<file path="config.mk">
export PLATFORM = sky130hd
export DESIGN_NAME = multiply_with_carry_rng
export DESIGN_NICKNAME = d
export VERILOG_FILES = /design/src/mwc_pkg.sv /design/src/mwc_mul.sv /design/src/mwc_core.sv /design/src/multiply_with_carry_rng.sv
export SDC_FILE = /design/constraint.sdc
export NUM_CORES = 2
export LEC_CHECK = 0
export BUFFER_PORTS_ARGS = -buffer_cell sky130_fd_sc_hd__buf_2
export CAP_MARGIN = 20
export CELL_PAD_IN_SITES_DETAIL_PLACEMENT = 0
export CELL_PAD_IN_SITES_GLOBAL_PLACEMENT = 1
export CORE_UTILIZATION = 55
export CTS_CLUSTER_SIZE = 16
export DETAILED_ROUTE_END_ITERATION = 8
export PLACE_DENSITY_LB_ADDON = 0.1
export REMOVE_ABC_BUFFERS = 1
export SLEW_MARGIN = 40
export SYNTH_ARGS = -nofsm -noshare
export SYNTH_HDL_FRONTEND = slang
export SYNTH_SLANG_ARGS = --single-unit
</file>
<file path="constraint.sdc">
create_clock -name i_clk -period 27.5 [get_ports i_clk]
set_input_delay 1.375 -clock i_clk [delete_from_list [all_inputs] [get_ports i_clk]]
set_output_delay 1.375 -clock i_clk [all_outputs]
set_load 0.02 [all_outputs]
</file>
<file path="src/mwc_pkg.sv">
// Package for the lag-4 multiply-with-carry generator.
// Holds opcodes, sequencer states, core handshake structs and step constants.
// No dependencies.
package mwc_pkg;

    localparam int unsigned WORD_W = 32;
    localparam int unsigned PROD_W = 2 * WORD_W;
    localparam int unsigned LAGS   = 4;

    localparam logic [WORD_W-1:0] SEED_MULT    = 32'd29943828;
    localparam logic [WORD_W-1:0] BAD_RANGE    = 32'h8000_0000;
    localparam logic [4:0]        WARMUP_STEPS = 5'd19;

    typedef enum logic [1:0] {
        OP_RESEED = 2'd0,
        OP_RAW    = 2'd1,
        OP_RANGE  = 2'd2
    } t_op;

    typedef enum logic [2:0] {
        ST_IDLE,
        ST_SEED,
        ST_STEP,
        ST_SCALE,
        ST_DONE
    } t_state;

    typedef struct packed {
        logic              start;
        logic [1:0]        op;
        logic [WORD_W-1:0] lo;
        logic [WORD_W-1:0] hi;
    } t_core_req;

    typedef struct packed {
        logic              idle;
        logic              valid;
        logic [WORD_W-1:0] value;
    } t_core_rsp;

    // Multiplier applied to lag word number tap in one step.
    function automatic logic [WORD_W-1:0] step_coef(input logic [1:0] tap);
        logic [WORD_W-1:0] c;
        unique case (tap)
            2'd0:    c = 32'd5115;
            2'd1:    c = 32'd1776;
            2'd2:    c = 32'd1492;
            default: c = 32'd2111111111;
        endcase
        return c;
    endfunction

endpackage

</file>
<file path="src/mwc_mul.sv">
// Shared 32x32 multiplier with a registered 64-bit product.
// Depends on mwc_pkg.
module mwc_mul (
    input  logic                         i_clk,
    input  logic [mwc_pkg::WORD_W-1:0]   i_a,
    input  logic [mwc_pkg::WORD_W-1:0]   i_b,
    output logic [mwc_pkg::PROD_W-1:0]   o_prod
);
    import mwc_pkg::*;

    logic [PROD_W-1:0] r_prod;

    always_ff @(posedge i_clk) begin
        r_prod <= PROD_W'(i_a) * PROD_W'(i_b);
    end

    assign o_prod = r_prod;

endmodule

</file>
<file path="src/mwc_core.sv">
// Generator state and sequencer: seeding, MWC steps and range scaling,
// all through one shared multiplier. Depends on mwc_pkg and mwc_mul.
module mwc_core (
    input  logic                         i_clk,
    input  logic                         i_rst_n,
    input  mwc_pkg::t_core_req           i_req,
    input  logic [mwc_pkg::WORD_W-1:0]   i_seed,
    input  logic                         i_res_ready,
    output mwc_pkg::t_core_rsp           o_rsp
);
    import mwc_pkg::*;

    t_state            r_state, n_state;
    logic [2:0]        r_phase, n_phase;
    logic [4:0]        r_steps, n_steps;
    logic              r_ranged, n_ranged;
    logic              r_quiet, n_quiet;
    logic [WORD_W-1:0] r_lag [LAGS];
    logic [WORD_W-1:0] n_lag [LAGS];
    logic [WORD_W-1:0] r_carry, n_carry;
    logic [PROD_W-1:0] r_acc, n_acc;
    logic [WORD_W-1:0] r_lo, n_lo;
    logic [WORD_W-1:0] r_n, n_n;
    logic [WORD_W-1:0] r_result, n_result;

    logic [WORD_W-1:0] mul_a, mul_b;
    logic [PROD_W-1:0] prod;
    logic [PROD_W-1:0] sum;
    logic [1:0]        tap;
    logic [1:0]        seed_slot;

    mwc_mul u_mul (
        .i_clk  (i_clk),
        .i_a    (mul_a),
        .i_b    (mul_b),
        .o_prod (prod)
    );

    assign tap       = ~r_phase[1:0];
    assign seed_slot = r_phase[1:0] - 2'd1;
    assign sum       = r_acc + prod;

    always_ff @(posedge i_clk) begin
        if (!i_rst_n) begin
            r_state  <= ST_IDLE;
            r_phase  <= '0;
            r_steps  <= '0;
            r_ranged <= 1'b0;
            r_quiet  <= 1'b0;
            r_carry  <= '0;
            for (int i = 0; i < LAGS; i++) begin
                r_lag[i] <= '0;
            end
        end else begin
            r_state  <= n_state;
            r_phase  <= n_phase;
            r_steps  <= n_steps;
            r_ranged <= n_ranged;
            r_quiet  <= n_quiet;
            r_carry  <= n_carry;
            r_lag    <= n_lag;
        end
    end

    always_ff @(posedge i_clk) begin
        r_acc    <= n_acc;
        r_lo     <= n_lo;
        r_n      <= n_n;
        r_result <= n_result;
    end

    always_comb begin
        n_state  = r_state;
        n_phase  = r_phase;
        n_steps  = r_steps;
        n_ranged = r_ranged;
        n_quiet  = r_quiet;
        n_lag    = r_lag;
        n_carry  = r_carry;
        n_acc    = r_acc;
        n_lo     = r_lo;
        n_n      = r_n;
        n_result = r_result;
        mul_a    = '0;
        mul_b    = '0;

        unique case (r_state)
            ST_IDLE: begin
                if (i_req.start) begin
                    n_phase = '0;
                    case (i_req.op)
                        OP_RESEED: begin
                            n_state  = ST_SEED;
                            n_ranged = 1'b0;
                            n_quiet  = 1'b1;
                        end
                        OP_RAW: begin
                            n_state  = ST_STEP;
                            n_steps  = 5'd1;
                            n_ranged = 1'b0;
                            n_quiet  = 1'b0;
                        end
                        OP_RANGE: begin
                            n_lo = i_req.lo;
                            n_n  = i_req.hi - i_req.lo + 32'd1;
                            if (i_req.hi == i_req.lo) begin
                                n_result = i_req.lo;
                                n_state  = ST_DONE;
                            end else if (i_req.hi < i_req.lo) begin
                                n_result = BAD_RANGE;
                                n_state  = ST_DONE;
                            end else begin
                                n_state  = ST_STEP;
                                n_steps  = 5'd1;
                                n_ranged = 1'b1;
                                n_quiet  = 1'b0;
                            end
                        end
                        default: begin
                            n_state = ST_IDLE;
                        end
                    endcase
                end
            end

            // Seed chain: issue s*K each cycle, the registered product lands in the next cycle.
            ST_SEED: begin
                mul_a = (r_phase == 3'd0) ? i_seed : prod[WORD_W-1:0];
                mul_b = SEED_MULT;
                if (r_phase == 3'd5) begin
                    n_carry = prod[WORD_W-1:0];
                    n_state = ST_STEP;
                    n_phase = '0;
                    n_steps = WARMUP_STEPS;
                end else begin
                    if (r_phase != 3'd0) begin
                        n_lag[seed_slot] = prod[WORD_W-1:0];
                    end
                    n_phase = r_phase + 3'd1;
                end
            end

            // Phases 0..3 issue lag3..lag0 products, phase 4 commits.
            ST_STEP: begin
                mul_a = r_lag[tap];
                mul_b = step_coef(tap);
                if (r_phase == 3'd0) begin
                    n_acc   = PROD_W'(r_carry);
                    n_phase = 3'd1;
                end else if (r_phase != 3'd4) begin
                    n_acc   = sum;
                    n_phase = r_phase + 3'd1;
                end else begin
                    n_lag[3] = r_lag[2];
                    n_lag[2] = r_lag[1];
                    n_lag[1] = r_lag[0];
                    n_lag[0] = sum[WORD_W-1:0];
                    n_carry  = sum[PROD_W-1:WORD_W];
                    n_phase  = '0;
                    if (r_steps == 5'd1) begin
                        if (r_ranged) begin
                            n_state = ST_SCALE;
                        end else if (r_quiet) begin
                            n_state = ST_IDLE;
                        end else begin
                            n_result = sum[WORD_W-1:0];
                            n_state  = ST_DONE;
                        end
                    end else begin
                        n_steps = r_steps - 5'd1;
                    end
                end
            end

            ST_SCALE: begin
                mul_a = r_lag[0];
                mul_b = r_n;
                if (r_phase == 3'd0) begin
                    n_phase = 3'd1;
                end else begin
                    n_result = prod[PROD_W-1:WORD_W] + r_lo;
                    n_state  = ST_DONE;
                end
            end

            ST_DONE: begin
                if (i_res_ready) begin
                    n_state = ST_IDLE;
                end
            end

            default: begin
                n_state = ST_IDLE;
            end
        endcase
    end

    assign o_rsp.idle  = (r_state == ST_IDLE);
    assign o_rsp.valid = (r_state == ST_DONE);
    assign o_rsp.value = r_result;

endmodule

</file>
<file path="src/multiply_with_carry_rng.sv">
// Top level of the lag-4 multiply-with-carry random number generator.
// Depends on mwc_pkg and mwc_core; holds the seed register and output register.
//
// Usage:
//   Seed register: write i_cfg_wdata with i_cfg_we high; it takes effect at the
//   next reseed transaction. Write only while the block is idle.
//   Input stream: s_axis_tuser carries the opcode (0 reseed, 1 raw, 2 ranged),
//   s_axis_tdata carries range_min (low) and range_max (high). Opcode 3 is
//   dropped. Reseed and dropped transactions give no output.
//   Output stream: m_axis_tdata carries random_value.
// Timing:
//   One generator step runs through phases 0..4 on the shared multiplier.
//   Raw word: one generator step, then the result goes from ST_DONE to the output register.
//   Ranged word: one step plus one extra multiply in ST_SCALE; bad bounds skip to ST_DONE.
//   Reseed: seeding phases 0..5, then 19 warm-up steps.
//   s_axis_tready is high only while the sequencer is idle.
// Reset: synchronous, active low; clears lags, carry, seed and output valid.
//   After reset all words are zero until a reseed is done.
// Stall: a result waits in the output register while a new transaction is
//   taken; the next result then waits in the core until the register frees.
module multiply_with_carry_rng (
    input  logic                         i_clk,
    input  logic                         i_rst_n,
    input  logic                         i_cfg_we,
    input  logic [mwc_pkg::WORD_W-1:0]   i_cfg_wdata,
    input  logic                         s_axis_tvalid,
    output logic                         s_axis_tready,
    input  logic [63:0]                  s_axis_tdata,   // range_min, range_max
    input  logic [1:0]                   s_axis_tuser,   // opcode
    output logic                         m_axis_tvalid,
    input  logic                         m_axis_tready,
    output logic [mwc_pkg::WORD_W-1:0]   m_axis_tdata    // random_value
);
    import mwc_pkg::*;

    logic [WORD_W-1:0] r_seed;
    logic              r_out_valid;
    logic [WORD_W-1:0] r_out_data;
    t_core_req         req;
    t_core_rsp         rsp;
    logic              res_ready;

    assign req.start = s_axis_tvalid & s_axis_tready;
    assign req.op    = s_axis_tuser;
    assign req.lo    = s_axis_tdata[WORD_W-1:0];
    assign req.hi    = s_axis_tdata[2*WORD_W-1:WORD_W];

    assign res_ready = ~r_out_valid | m_axis_tready;

    mwc_core u_core (
        .i_clk       (i_clk),
        .i_rst_n     (i_rst_n),
        .i_req       (req),
        .i_seed      (r_seed),
        .i_res_ready (res_ready),
        .o_rsp       (rsp)
    );

    always_ff @(posedge i_clk) begin
        if (!i_rst_n) begin
            r_seed <= '0;
        end else if (i_cfg_we) begin
            r_seed <= i_cfg_wdata;
        end
    end

    always_ff @(posedge i_clk) begin
        if (!i_rst_n) begin
            r_out_valid <= 1'b0;
        end else if (res_ready) begin
            r_out_valid <= rsp.valid;
        end
    end

    always_ff @(posedge i_clk) begin
        if (res_ready && rsp.valid) begin
            r_out_data <= rsp.value;
        end
    end

    assign s_axis_tready = rsp.idle;
    assign m_axis_tvalid = r_out_valid;
    assign m_axis_tdata  = r_out_data;

endmodule

</file>
Word level (Yosys, flattened, before mapping)

Index checks and enable logic that the tools add are counted.

Register bits after elaboration: 462
Logic and storage cells: 160

Add/subtract/negate cells: 7
Multipliers: 1
Magnitude comparators: 4
Eq/ne operators: 32
Multiplexer cells: 66
Bitwise logic cells: 6
Reduce and logical (&&, ||, !) cells: 25

Operators with widths:

| cell                                                  | number |
|---|---|
| 2-to-1 mux 32 bit                                     | 18 |
| 2-to-1 mux 128 bit                                    | 4 |
| one-hot mux 32 bit (3 select lines)                   | 3 |
| one-hot mux 128 bit (2 select lines)                  | 1 |
| bitwise mux 128 bit                                   | 1 |
| one-hot mux 31 bit (3 select lines)                   | 1 |
| adder 64 bit                                          | 1 |
| binary-select mux 32 bit (select 2 bit)               | 1 |
| demux 32 bit (select 2 bit)                           | 1 |
| multiplier 32 x 32 -> 64 bit                          | 1 |
| 2-to-1 mux 64 bit                                     | 1 |
| one-hot mux 32 bit (2 select lines)                   | 1 |
| 2-to-1 mux 3 bit                                      | 16 |
| 2-to-1 mux 5 bit                                      | 7 |
| adder 32 x 1 -> 32 bit, second input constant         | 1 |
| adder 32 bit                                          | 1 |
| == test 32 bit                                        | 1 |
| < comparator 32 bit                                   | 1 |
| subtractor 32 bit                                     | 1 |
| inequality test 2 bit, second input constant          | 9 |
| one-hot mux 3 bit (5 select lines)                    | 1 |
| one-hot mux 5 bit (3 select lines)                    | 1 |
| AND reduction 5 bit                                   | 3 |
| inequality test 2 x 1 -> 1 bit, second input constant | 7 |
| other kinds (37)                                      | 58 |

Longest topological paths before layout

Word-level depth: 10
Gate-level depth with buffers: 42

Cells and area by module

Synthesis repeated with hierarchy kept, for this count alone.

Cell total of the unflattened synthesis: 6578
Area, all modules: 60365.4 sq um

Modules (own cells, without submodules):

| module                  | instances | cells an instance | area each (sq um) |
|---|---|---|---|
| mwc_mul                 | 1         | 3750              | 34596.9 |
| mwc_core                | 1         | 2687              | 23513.8 |
| multiply_with_carry_rng | 1         | 141               | 2254.7 |

Worst setup path before layout

OpenSTA, ideal clock, no wires.

Kind: register -> register
Start: reg u_core.r_phase[1]
End: reg u_core.u_mul.r_prod[61], in the netlist u_core.u_mul.o_prod[61]
Library setup time: 0.072 ns
Data arrival time: 9.834 ns
Path slack: 17.593 ns
Stages on the path, launching flop included: 38
Buffers on the path: 8
Cells stage by stage: dfxtp_1 -> clkbuf_1 -> clkbuf_1 -> buf_1 -> inv_1 -> ha_1 -> clkbuf_1 -> and3_1 -> clkbuf_1 -> or2_2 -> clkbuf_1 -> a221oi_1 -> clkbuf_1 -> nor2_1 -> fa_1 -> inv_1 -> fa_1 -> fa_1 -> [... 2 more ...] -> fa_1 -> fa_1 -> fa_1 -> inv_1 -> fa_1 -> inv_1 -> ha_1 -> clkbuf_1 -> a21oi_1 -> o21ai_0 -> a21oi_1 -> nand3_1 -> o211a_1 -> nor3_2 -> a21oi_1 -> a221o_1 -> a311oi_2 -> xnor2_1

Word-level cells in the longest chain between the ends: 7
Elaborated cells between the ends (all ways): 14
Classes of those cells: 1 x mul; 2 x eq/ne; 7 x mux; 2 x bitwise; 2 x reduce/logical

RTL lines:

| element                                               | line            | source |
|---|---|---|
| start, declared                                       | mwc_core.sv:14  | `logic [2:0] r_phase, n_phase;` |
| start signal, assigned                                | mwc_core.sv:56  | `r_phase <= n_phase;` |
| NOT 2 bit                                             | mwc_core.sv:39  | `assign tap = ~r_phase[1:0];` |
| NOT 2 -> 3 bit (implied by the code)                  | mwc_core.sv:145 | `mul_a = r_lag[tap];` |
| binary-select mux 32 bit (select 2 bit)               | mwc_core.sv:145 |  |
| 2-to-1 mux 32 bit (implied by the code) (2 in series) | mwc_core.sv:145 |  |
| one-hot mux 32 bit (3 select lines)                   | mwc_core.sv:87  | `unique case (r_state)` |
| multiplier 32 x 32 -> 64 bit *                        | mwc_mul.sv:14   | `r_prod <= PROD_W'(i_a) * PROD_W'(i_b);` |
| end signal, assigned                                  | mwc_mul.sv:14   |  |
| end, declared                                         | mwc_mul.sv:11   | `logic [PROD_W-1:0] r_prod;` |

Mark *: on every way between the ends. The rest lies on a longest branch, timed or not. The select of a mux whose other input is x is not followed.
A chain may end at the register's enable or synchronous reset.

Final worst setup path

Start: reg u_core.r_phase[0]
End: reg u_core.u_mul.r_prod[59], in the netlist u_core.u_mul.o_prod[59]

The elaborated chain is that of the path after synthesis.

==> flow_summary_export.csv <==
group,metric,value,unit
layout,n_fill_cell,9592,
clocking,cts_resized,0,
die,die_h,330.1,µm
worst_setup_path,end_kind,"register",
synthesis,syn_area_per_cell,8.810,µm²
placed_design,routabilityCongestion,0.9825,
worst_setup_path,slowest_stage,"or2_2",
die,start_util,0.5584,
timing,final-setup-viol-count,0,
clocking,clk_pin_slew,0.06,ns
synthesis,synth_cells,6719,
layout,area_growth,6.737,%
clocking,postCtsHoldBufs,0,
synthesis,yosysWarnings,0,
detailed_routing,drtIter0Drc,5102,
synthesis,yosysTopAreaCell,"fa_1",
synthesis,synthXorXnorAreaFrac,0.02560,
worst_setup_path,max_stage_delay,0.70,ns
timing,slew_headroom,0.4093,
placed_design,portBuffers,136,
synthesis,muxShareOfSynthArea,0.01947,
worst_setup_path,crit_top_cell,"fa_1",
worst_setup_path,critical_path_arrival,11.43,ns
placed_design,placed_cell_area,0.06132,mm²
die,core_area,0.1060,mm²
timing,rsz0062_at_grt,"false",
die,rows,119,
timing,timing.setup.tns,0,ns
outcome,status,"complete, no violations",
global_route,grt_pass1_vias,48176,
synthesis,synth_common_cells,"1024 x inv_1, 1024 x nor2_1, 914 x fa_1, 743 x nand2_1, 436 x ha_1",
clocking,clk_latency,0.65,ns
detailed_routing,drt-pass1-iter-count,6,
synthesis,yosys.area_share.simple,0.1468,
detailed_routing,via_count,49299,
worst_setup_path,worst-path-buf-inv,8,
timing,drv_slew,0,
detailed_routing,via_per_inst,6.105,
worst_setup_path,critPathTopFamily,"adder cells",
synthesis,ys_types,89,
placed_design,place_inst,7975,
worst_setup_path,crit_required,27.98,ns
synthesis,netlist_top_cells_area,"fa_1 31%, edfxtp_1 9.7%, ha_1 9.2%",
global_route,grt_max_degree,96,
timing,skew,0.06048,ns
layout,stdcell_area,0.06318,mm²
clocking,cts_sinks,462,
synthesis,synth_top_family_by_area,"adder cells",
synthesis,synth_top_area_share,0.3091,
clocking,post-cts-setup-buffers,0,
synthesis,synth-edff-count,192,
power,p_leak,29.03,nW
layout,drive_above_1_share,0.07862,
detailed_routing,detail_route.wirelength,211.1,mm
worst_setup_path,cp_max_fo,53,
clocking,clk_path_buf_depth,3,
clocking,cts_inserted_buffers,51,
worst_setup_path,crit_path_start_kind,"register",
synthesis,syn_area,0.05919,mm²
synthesis,ys_ff_latch,462,
die,die_w,330.1,µm
timing,max_slew.worst_pin.slew,0.8768,ns
synthesis,synthFlopType,"dfxtp_1",
global_route,grt_pass1_wl,314.9,mm
detailed_routing,detail-route-antenna-nets,0,
flow_run,max_cap_violations,0,
layout,final_nets,8090,
synthesis,synthAdderAreaFrac,0.4013,
die,pin_count,137,
placed_design,dpl.hpwl,166.4,mm
global_route,antenna_found_initial,9,
global_route,track_usage,0.3924,
die,die-area,0.1089,mm²
timing,fmax,91.34,MHz
detailed_routing,wl_per_cell,26.14,µm
timing,hold_violations,0,
power,p_total,3.300,mW
clocking,cts_tree,"built",
hold_path,hp-class,"register to register",
timing,fin_crit,10.95,ns
global_route,overflow,0,
clocking,htree_num_levels,2,
worst_setup_path,critical_path_class,"register to register",
clocking,cts-root-buf,"clkbuf_16",
synthesis,synth_compound_area_frac,0.1288,
power,peakVddDrop,0.00008406,V
detailed_routing,drc,0,
synthesis,seq_area_frac_synth,0.1887,
timing,period_share,0.3981,
synthesis,synth-async-reset-ratio,0,
timing,hold_ws,0.4225,ns
layout,stdcell_count,8075,
power,power_density,52.23,mW/mm²
## sequential cells by signal (all words and copies together), names as in the netlist
name,flops
m_axis_tdata,32
m_axis_tvalid,1
r_seed,32
u_core.r_acc,64
u_core.r_carry,32
u_core.r_lag,128
u_core.r_lo,32
u_core.r_n,32
u_core.r_phase,3
u_core.r_quiet,1
u_core.r_ranged,1
u_core.r_result,32
u_core.r_state,3
u_core.r_steps,5
u_core.u_mul.o_prod,64
## power breakdown
group          internal [mW]  total [mW]  switching [mW]
clock network          0.432       0.740           0.309
logic                  0.423        1.62            1.19
registers              0.855       0.944          0.0883
total                   1.71        3.30            1.59
## stage by stage
| stage | worst slack, ns | utilization |
|---|---|---|
| 2_1_floorplan | 13.83 | - |
| 3_3_place_gp | 16.42 | 0.5773 |
| 4_1_cts | 16.48 | 0.5956 |
| 5_1_grt | 16.05 | 0.5959 |
| 6_report | 16.55 | 0.5960 |
| 3_5_place_dp | 16.59 | 0.5784 |
## cells in the final DEF (no fill, tap or decap), drive strengths merged, types with 43 or more instances in the layout
cell	instances
ha	436
o21ai	204
a31oi	86
a21oi	334
a21o	113
nor3	48
nand3	71
xor2	73
inv	1026
a211oi	57
o211ai	43
fa	914
xnor2	100
clkbuf	78
nand2	743
dfxtp	270
nor2	1024
o221a	47
buf	244
edfxtp	192
## layer usage
layer / track usage / share of wire / vias up / wire, µm
li1: - / - / 21492 / -
met1: 0.5570 / 0.41 / 24797 / 87490
met2: 0.5885 / 0.43 / 2580 / 91330
met3: 0.08852 / 0.11 / 424 / 22940
met4: 0.1423 / 0.044 / 6 / 9275
met5: 0 / 0.00015 / - / 31
## final timing paths
check | start | end | slack [ns] | cells after the start
max reg2reg | u_core.r_phase[0] | u_core.u_mul.o_prod[59] | 16.55 | 35
max | u_core.r_phase[0] | u_core.u_mul.o_prod[59] | 16.55 | 35
min | u_core.r_result[30] | m_axis_tdata[30] | 0.42 | 0
min reg2reg | u_core.r_result[30] | m_axis_tdata[30] | 0.42 | 0
## cell families (layout without fill, tap and decap cells)
logic type	Yosys count	in the layout
AOI/OAI and AO/OA	1144	1144
xor gates and xnor gates	173	173
and+or+nand+nor	2109	2109
adders and majority gates	1350	1350
DFF	462	462
other	0	6
buffers and inverters	1406	1365
muxes	75	75
## final cells by class
type	count	area, µm²	share of cell area
Clock inverter	16	266.5	0.004218
Clock buffer	78	1554	0.02460
Multi-Input combinational cell	4851	43040	0.6812
Inverter	1027	3857	0.06105
Timing Repair Buffer	244	1530	0.02422
Tap cell	1391	1740	0.02755
Antenna cell	6	15.01	0.0002376
Sequential cell	462	11180	0.1769
Power figures use the tool's default switching activity.
